$ cat src/hw/rtl/segtree_pkg.sv
package segtree_pkg;

  localparam int LEAF_COUNT  = 1024;
  localparam int LEAF_W      = $clog2(LEAF_COUNT);
  localparam int CNT_W       = $clog2(LEAF_COUNT + 1);
  localparam int NODE_SLOTS  = 4 * LEAF_COUNT;
  localparam int NODE_W      = $clog2(NODE_SLOTS);
  localparam int STACK_DEPTH = LEAF_W;
  localparam int STK_IDX_W   = $clog2(STACK_DEPTH);
  localparam int SP_W        = $clog2(STACK_DEPTH + 1);
  localparam int DATA_W      = 64;
  localparam int MODE_W      = 2;
  localparam int CFG_IDX_W   = 1;
  localparam int CFG_DATA_W  = CNT_W;

  localparam logic [MODE_W-1:0] MODE_SUM = 2'd0;
  localparam logic [MODE_W-1:0] MODE_MAX = 2'd1;
  localparam logic [MODE_W-1:0] MODE_MIN = 2'd2;

  localparam logic [CFG_IDX_W-1:0] REG_COMBINE_MODE = 1'd0;
  localparam logic [CFG_IDX_W-1:0] REG_USED_LEAVES  = 1'd1;

  localparam logic OP_WRITE = 1'b0;
  localparam logic OP_QUERY = 1'b1;

  typedef enum logic [2:0] {
    DC_NONE,
    DC_CLEAR,
    DC_LOAD,
    DC_W_DESC,
    DC_W_LEAF,
    DC_W_UP,
    DC_Q_STEP,
    DC_OUT
  } dp_cmd_e;

  typedef enum logic [2:0] {
    ST_CLEAR,
    ST_IDLE,
    ST_W_DESC,
    ST_W_UP,
    ST_Q_WALK,
    ST_Q_DRAIN,
    ST_FINISH
  } ctrl_state_e;

  typedef struct packed {
    logic clear_last;
    logic in_err;
    logic in_query;
    logic leaf_hit;
    logic at_root;
    logic parent_root;
    logic q_last;
    logic out_free;
  } dp_status_t;

  typedef struct packed {
    logic [NODE_W-1:0] node;
    logic [LEAF_W-1:0] lo;
    logic [LEAF_W-1:0] hi;
  } stk_entry_t;

  function automatic logic [DATA_W-1:0] seg_combine(logic [MODE_W-1:0] mode,
                                                    logic [DATA_W-1:0] a,
                                                    logic [DATA_W-1:0] b);
    logic a_less;
    logic [DATA_W-1:0] res;
    a_less = $signed(a) < $signed(b);
    unique case (mode)
      MODE_MAX: res = a_less ? b : a;
      MODE_MIN: res = a_less ? a : b;
      default:  res = a + b;
    endcase
    return res;
  endfunction

  function automatic logic [DATA_W-1:0] seg_identity(logic [MODE_W-1:0] mode);
    logic [DATA_W-1:0] res;
    unique case (mode)
      MODE_MAX: res = {1'b1, {(DATA_W-1){1'b0}}};
      MODE_MIN: res = {1'b0, {(DATA_W-1){1'b1}}};
      default:  res = '0;
    endcase
    return res;
  endfunction

endpackage

$ cat src/hw/rtl/segtree_ctrl.sv
module segtree_ctrl (
  input  logic                   clk_i,
  input  logic                   rst_ni,
  input  logic                   in_valid_i,
  output logic                   in_stall_o,
  input  segtree_pkg::dp_status_t dp_stat_i,
  output segtree_pkg::dp_cmd_e   dp_cmd_o
);
  import segtree_pkg::*;

  ctrl_state_e state_q, state_d;

  always_ff @(posedge clk_i or negedge rst_ni) begin
    if (!rst_ni) begin
      state_q <= ST_CLEAR;
    end else begin
      state_q <= state_d;
    end
  end

  always_comb begin
    state_d  = state_q;
    dp_cmd_o = DC_NONE;
    unique case (state_q)
      ST_CLEAR: begin
        dp_cmd_o = DC_CLEAR;
        if (dp_stat_i.clear_last) state_d = ST_IDLE;
      end
      ST_IDLE: begin
        if (in_valid_i) begin
          dp_cmd_o = DC_LOAD;
          priority if (dp_stat_i.in_err) state_d = ST_FINISH;
          else if (dp_stat_i.in_query) state_d = ST_Q_WALK;
          else state_d = ST_W_DESC;
        end
      end
      ST_W_DESC: begin
        if (dp_stat_i.leaf_hit) begin
          dp_cmd_o = DC_W_LEAF;
          state_d  = dp_stat_i.at_root ? ST_FINISH : ST_W_UP;
        end else begin
          dp_cmd_o = DC_W_DESC;
        end
      end
      ST_W_UP: begin
        dp_cmd_o = DC_W_UP;
        if (dp_stat_i.parent_root) state_d = ST_FINISH;
      end
      ST_Q_WALK: begin
        dp_cmd_o = DC_Q_STEP;
        if (dp_stat_i.q_last) state_d = ST_Q_DRAIN;
      end
      ST_Q_DRAIN: begin
        state_d = ST_FINISH;
      end
      ST_FINISH: begin
        if (dp_stat_i.out_free) begin
          dp_cmd_o = DC_OUT;
          state_d  = ST_IDLE;
        end
      end
      default: begin
        state_d = ST_IDLE;
      end
    endcase
  end

  assign in_stall_o = (state_q != ST_IDLE);

endmodule

$ cat config.mk
export PLATFORM = sky130hd
export DESIGN_NAME = segtree_ctrl
export DESIGN_NICKNAME = d
export VERILOG_FILES = /design/src/hw/rtl/segtree_pkg.sv /design/src/hw/rtl/segtree_ctrl.sv
export SDC_FILE = /design/constraint.sdc
export NUM_CORES = 1
export LEC_CHECK = 0
export ABC_AREA = 1
export BUFFER_PORTS_ARGS = -buffer_cell sky130_fd_sc_hd__buf_2
export CAP_MARGIN = 10
export CORE_MARGIN = 3
export CORE_UTILIZATION = 29
export DETAILED_ROUTE_END_ITERATION = 10
export PLACE_DENSITY = 0.48
export SLEW_MARGIN = 20
export SYNTH_ARGS = -nofsm -noshare
export SYNTH_HDL_FRONTEND = slang
export SYNTH_SLANG_ARGS = --single-unit
$ cat constraint.sdc
create_clock -name clk_i -period 1.3 [get_ports clk_i]
set_input_delay 0.065 -clock clk_i [delete_from_list [all_inputs] [get_ports clk_i]]
set_output_delay 0.065 -clock clk_i [all_outputs]
set_load 0.1 [all_outputs]
Word-level counts from Yosys, hierarchy flattened --
Cells that the tools add are included.
Word-level totals: register bits 3, bits of input ports 11, output and inout port bits 4, logic and storage cells 30
Cells by class: equal/unequal tests 13, muxes and demuxes 14, reductions and logical operators 2
Operator list (number):
- $mux 3 | 11
- $pmux 3 s7 | 1
- $pmux 3 s6 | 1
- $ne 2x2->1 const B | 6
- $eq 3x3->1 const B | 3
- $eq 3x2->1 const B | 2
- $reduce_and 6->1 | 1
- $eq 3x1->1 const B | 1
- $logic_not 3->1 | 1
- $ne 3x1->1 const B | 1
- $mux 2 | 1

Logic depth before layout (Yosys ltp) --
word-level depth 4, mapped depth 9, gate-level depth less buffers 8

Worst setup path after synthesis --
No wires, ideal clock.
kind reg2out, from register state_q[0], to output dp_cmd_o[0], arrival 2.172 ns, data required time 1.235 ns, path slack -0.937 ns, stages on the path, launching flop included 5, buffers on the path 1, cell sequence dfrtp_1 -> buf_6 -> inv_4 -> nand3_2 -> o2111ai_1
On the way: word-level cells in the longest chain between the ends 2, elaborated cells on any way between the ends 7, those cells by class eq/ne (5); mux (1); reduce/logical (1)
Ends and longest elaborated chain:
- start: declaration | line segtree_ctrl.sv:11 | ctrl_state_e state_q, state_d;
- start signal: assignment | line segtree_ctrl.sv:17 | state_q <= state_d;
- $eq 3x3->1, or another cell as far along | line segtree_ctrl.sv:24 | unique case (state_q)
- $pmux 3 s6 (*) | line segtree_ctrl.sv:24
- end: declaration | line segtree_ctrl.sv:7 | output segtree_pkg::dp_cmd_e dp_cmd_o
Mark *: on every way between the ends. The rest lies on a longest branch, timed or not.

Worst setup path after layout --
from register state_q[0], to output dp_cmd_o[2]
The elaborated chain is that of the path after synthesis.

==> impl_metrics.ini <==
[sta]
timing.final.crit_share = 1.140
post-route-worst-setup-slack_ps = -182.4
slew-limit-headroom = 0.8334
worst_clock_skew_ps = 1.712
final_hold_viol_count = 0
max_freq_mhz = 674.6
timing_worst_slew_pin_value_ps = 248.9
setup-violations-final = 7
maxSlewViolCount = 0
final_period_minus_worst_setup_slack_ps = 1482
rsz0062_at_grt = yes

[cts]
clkSlewWorstSetupHoldPaths_ps = 40
depth_of_the_cts_h_tree = 1
cts_root_buf = sky130_fd_sc_hd__clkbuf_4
clk_path_buf_depth = 2
numClockSinks = 3
num_cts_buffers = 3
tritoncts_clock_tree = built
worstSkewPairLatency_ps = 230

[grt]
overflow = 0
grt_usage = 0.1302
grt_max_degree = 7
top_usage_layer = met2
grt_pass1_wl_um = 2028
grt_pass1_vias = 510
gr-usage-met1 = 0.1651
grtUsageMet2 = 0.2288
global_route.usage.met3 = 0.01594
antenna_found_initial = 0

[drt]
aggregate_routed_wire_length_um = 1307
routed_wire_length_per_instance_um = 10.37
post-route-drc-count = 0
first_iter_violations = 1
ant_nets = 0
drt_pre_antenna_iters = 2
via_per_inst = 4.492
via_count = 566

[setup_path]
critical_path.cell_chain = inv_4 -> nand3_4 -> nor2_4 -> nor2_4 -> o211ai_1 -> clkbuf_16
critPathCaptureType = output pin
timing.critical_path.arrival_ps = 1420
critPathMaxFanout = 4
req_time_crit_path_ps = 1240
path_common_cell = sky130_fd_sc_hd__nor2_4
slowest_delay_ps = 430
critPathLaunchType = flip-flop
crit_path_top_delay_cell = sky130_fd_sc_hd__dfrtp_2
critPathKind = reg2out

[floorplan]
core.rowCount = 13
die-width_um = 45.36
die_h_um = 45.36
boundaryPins = 15
standard_cell_core_area_um2 = 1383
die_area_um2 = 2057
initial_cell_density_of_the_core = 0.3249

[cells_and_area]
final-seq-area_um2 = 78.83
fill_cells = 135
final_nets = 123
n_antenna_cell = 0
multiInputGateArea_um2 = 377.9
largest-register = state_q
area_growth_syn_to_layout_pct = 100.0
reg_top3 = state_q x3
final_util = 0.6498
drive_above_1_share = 0.6216
max_ffs_per_register = 3

[yosys]
postSynthNetCount = 84
synth_enable_flop_cells = 0
post_synth_most_frequent_cells = sky130_fd_sc_hd__nand2_1, sky130_fd_sc_hd__inv_1, sky130_fd_sc_hd__nand3_1
synth_warnings = 0
synth_cells = 73
post-synth-top-area-cell = sky130_fd_sc_hd__dfrtp_1
synth_cell_types = 19
number_of_flip_flops_and_latches_in_the_synthesized_netlist = 3
synth.top_cell.area_share = 0.1671
synthFlopType = sky130_fd_sc_hd__dfrtp_1
syn_area_um2 = 449.2
synth_sequential_area_ratio = 0.1671
post_synthesis_average_cell_area_um2 = 6.153
library_cell_with_the_highest_instance_count_after_synthesis = sky130_fd_sc_hd__nand2_1
synth_async_sr_flop_share = 1.000
ys_top_cells_by_area = sky130_fd_sc_hd__dfrtp_1, sky130_fd_sc_hd__nand2_1, sky130_fd_sc_hd__nand3_1

[flow_run]
max_cap_violations = 0

[outcome]
result_of_the_run = finished, violations left
violations = negative setup slack

[placement]
portBuffers = 14
place_congestion = 0.7668
dp_hpwl_um = 931.2

[hold_path]
hold_path_class = in2async
per-layer routing:
layer	share of wire	vias up
met4	0	0
met3	0.017	0
met5	0	-
met1	0.45	255
li1	-	303
met2	0.53	8
layout by cell type, fill, tap and decap left out:
| master | n |
|---|---|
| sky130_fd_sc_hd__clkbuf_16 | 1 |
| sky130_fd_sc_hd__o2111ai_4 | 1 |
| sky130_fd_sc_hd__buf_6 | 5 |
| sky130_fd_sc_hd__inv_1 | 9 |
| sky130_fd_sc_hd__nor2_2 | 4 |
| sky130_fd_sc_hd__nand2_4 | 2 |
| sky130_fd_sc_hd__nand3b_1 | 1 |
| sky130_fd_sc_hd__o211ai_1 | 1 |
| sky130_fd_sc_hd__buf_12 | 4 |
| sky130_fd_sc_hd__nor2b_2 | 1 |
| sky130_fd_sc_hd__buf_4 | 16 |
| sky130_fd_sc_hd__inv_4 | 1 |
| sky130_fd_sc_hd__inv_2 | 4 |
| sky130_fd_sc_hd__nand2_1 | 16 |
| sky130_fd_sc_hd__a21oi_1 | 1 |
| sky130_fd_sc_hd__clkbuf_1 | 1 |
| sky130_fd_sc_hd__nand2_2 | 4 |
| sky130_fd_sc_hd__nor2_1 | 5 |
| sky130_fd_sc_hd__nor2_4 | 5 |
| sky130_fd_sc_hd__nand3_4 | 4 |
| sky130_fd_sc_hd__nand3_1 | 6 |
| sky130_fd_sc_hd__buf_2 | 10 |
| sky130_fd_sc_hd__nand3_2 | 1 |
| sky130_fd_sc_hd__dfrtp_2 | 3 |
| sky130_fd_sc_hd__clkbuf_4 | 3 |
| sky130_fd_sc_hd__dlygate4sd3_1 | 1 |
| sky130_fd_sc_hd__o21ai_1 | 1 |
critical path: cells and delay by family, from the launching register on:
| kind | cells | cell delay [ps] |
|---|---|---|
| flip-flops | 1 | 430 |
| AND/OR/NAND/NOR | 3 | 280 |
| AO/OA/AOI/OAI | 1 | 120 |
| buffers and inverters | 2 | 340 |
logic make-up (layout without fill, tap and decap cells):
family	Yosys count	in the layout	share of synthesized area
compound gates	4	4	0.05848
buf+inv	17	55	0.1978
flops	3	3	0.1671
simple gates	49	49	0.5766
timing repair:
item | 4_1_cts | 5_1_grt
gates cloned | 0 | 0
endpoints found under the setup margin | 7 | 7
endpoints found under the hold margin | 3 | 0
pin swaps | 6 | 12
hold buffers | 1 | 0
resized for setup | 8 | 17
setup buffers | 5 | 7
cell type report:
class,count,area share
clock buffers,4,0.02925
multi-input cells,53,0.4206
inverters,14,0.06128
flip-flops and latches,3,0.08774
well taps,15,0.02089
repair buffers,37,0.3802
path summary, 6_finish.rpt:
path	startpoint	endpoint	slack (ps)	cells after the start
worst min register to register	state_q[0]	state_q[0]	740	3
worst min-delay path	rst_ni	state_q[0]	150	2
min in group clk_i	dp_stat_i[1]	state_q[2]	170	4
max in group asynchronous	rst_ni	state_q[2]	1030	2
worst max register to register	state_q[1]	state_q[0]	-60	10
worst max-delay path	state_q[0]	dp_cmd_o[2]	-180	6
stage by stage:
stage | instances | instance area, um2 | setup TNS [ps] | hold WS, ps | worst slack (ps)
6_report | 126 | 898.4 | -814.8 | 153.6 | -182.4
5_1_grt | 126 | 898.4 | -1375 | 147.9 | -278.2
4_1_cts | 119 | 780.7 | -930.3 | 151.8 | -205.9
3_5_place_dp | 109 | 675.6 | -186.1 | -140.3 | -46.19
3_3_place_gp | 109 | 675.6 | -109.1 | -139.7 | -31.28
2_1_floorplan | 73 | 473.0 | -1281 | -230.6 | -878.6
Power is not shown: default switching activity piles up to over one toggle a cycle in this logic, so the estimate is an artifact.
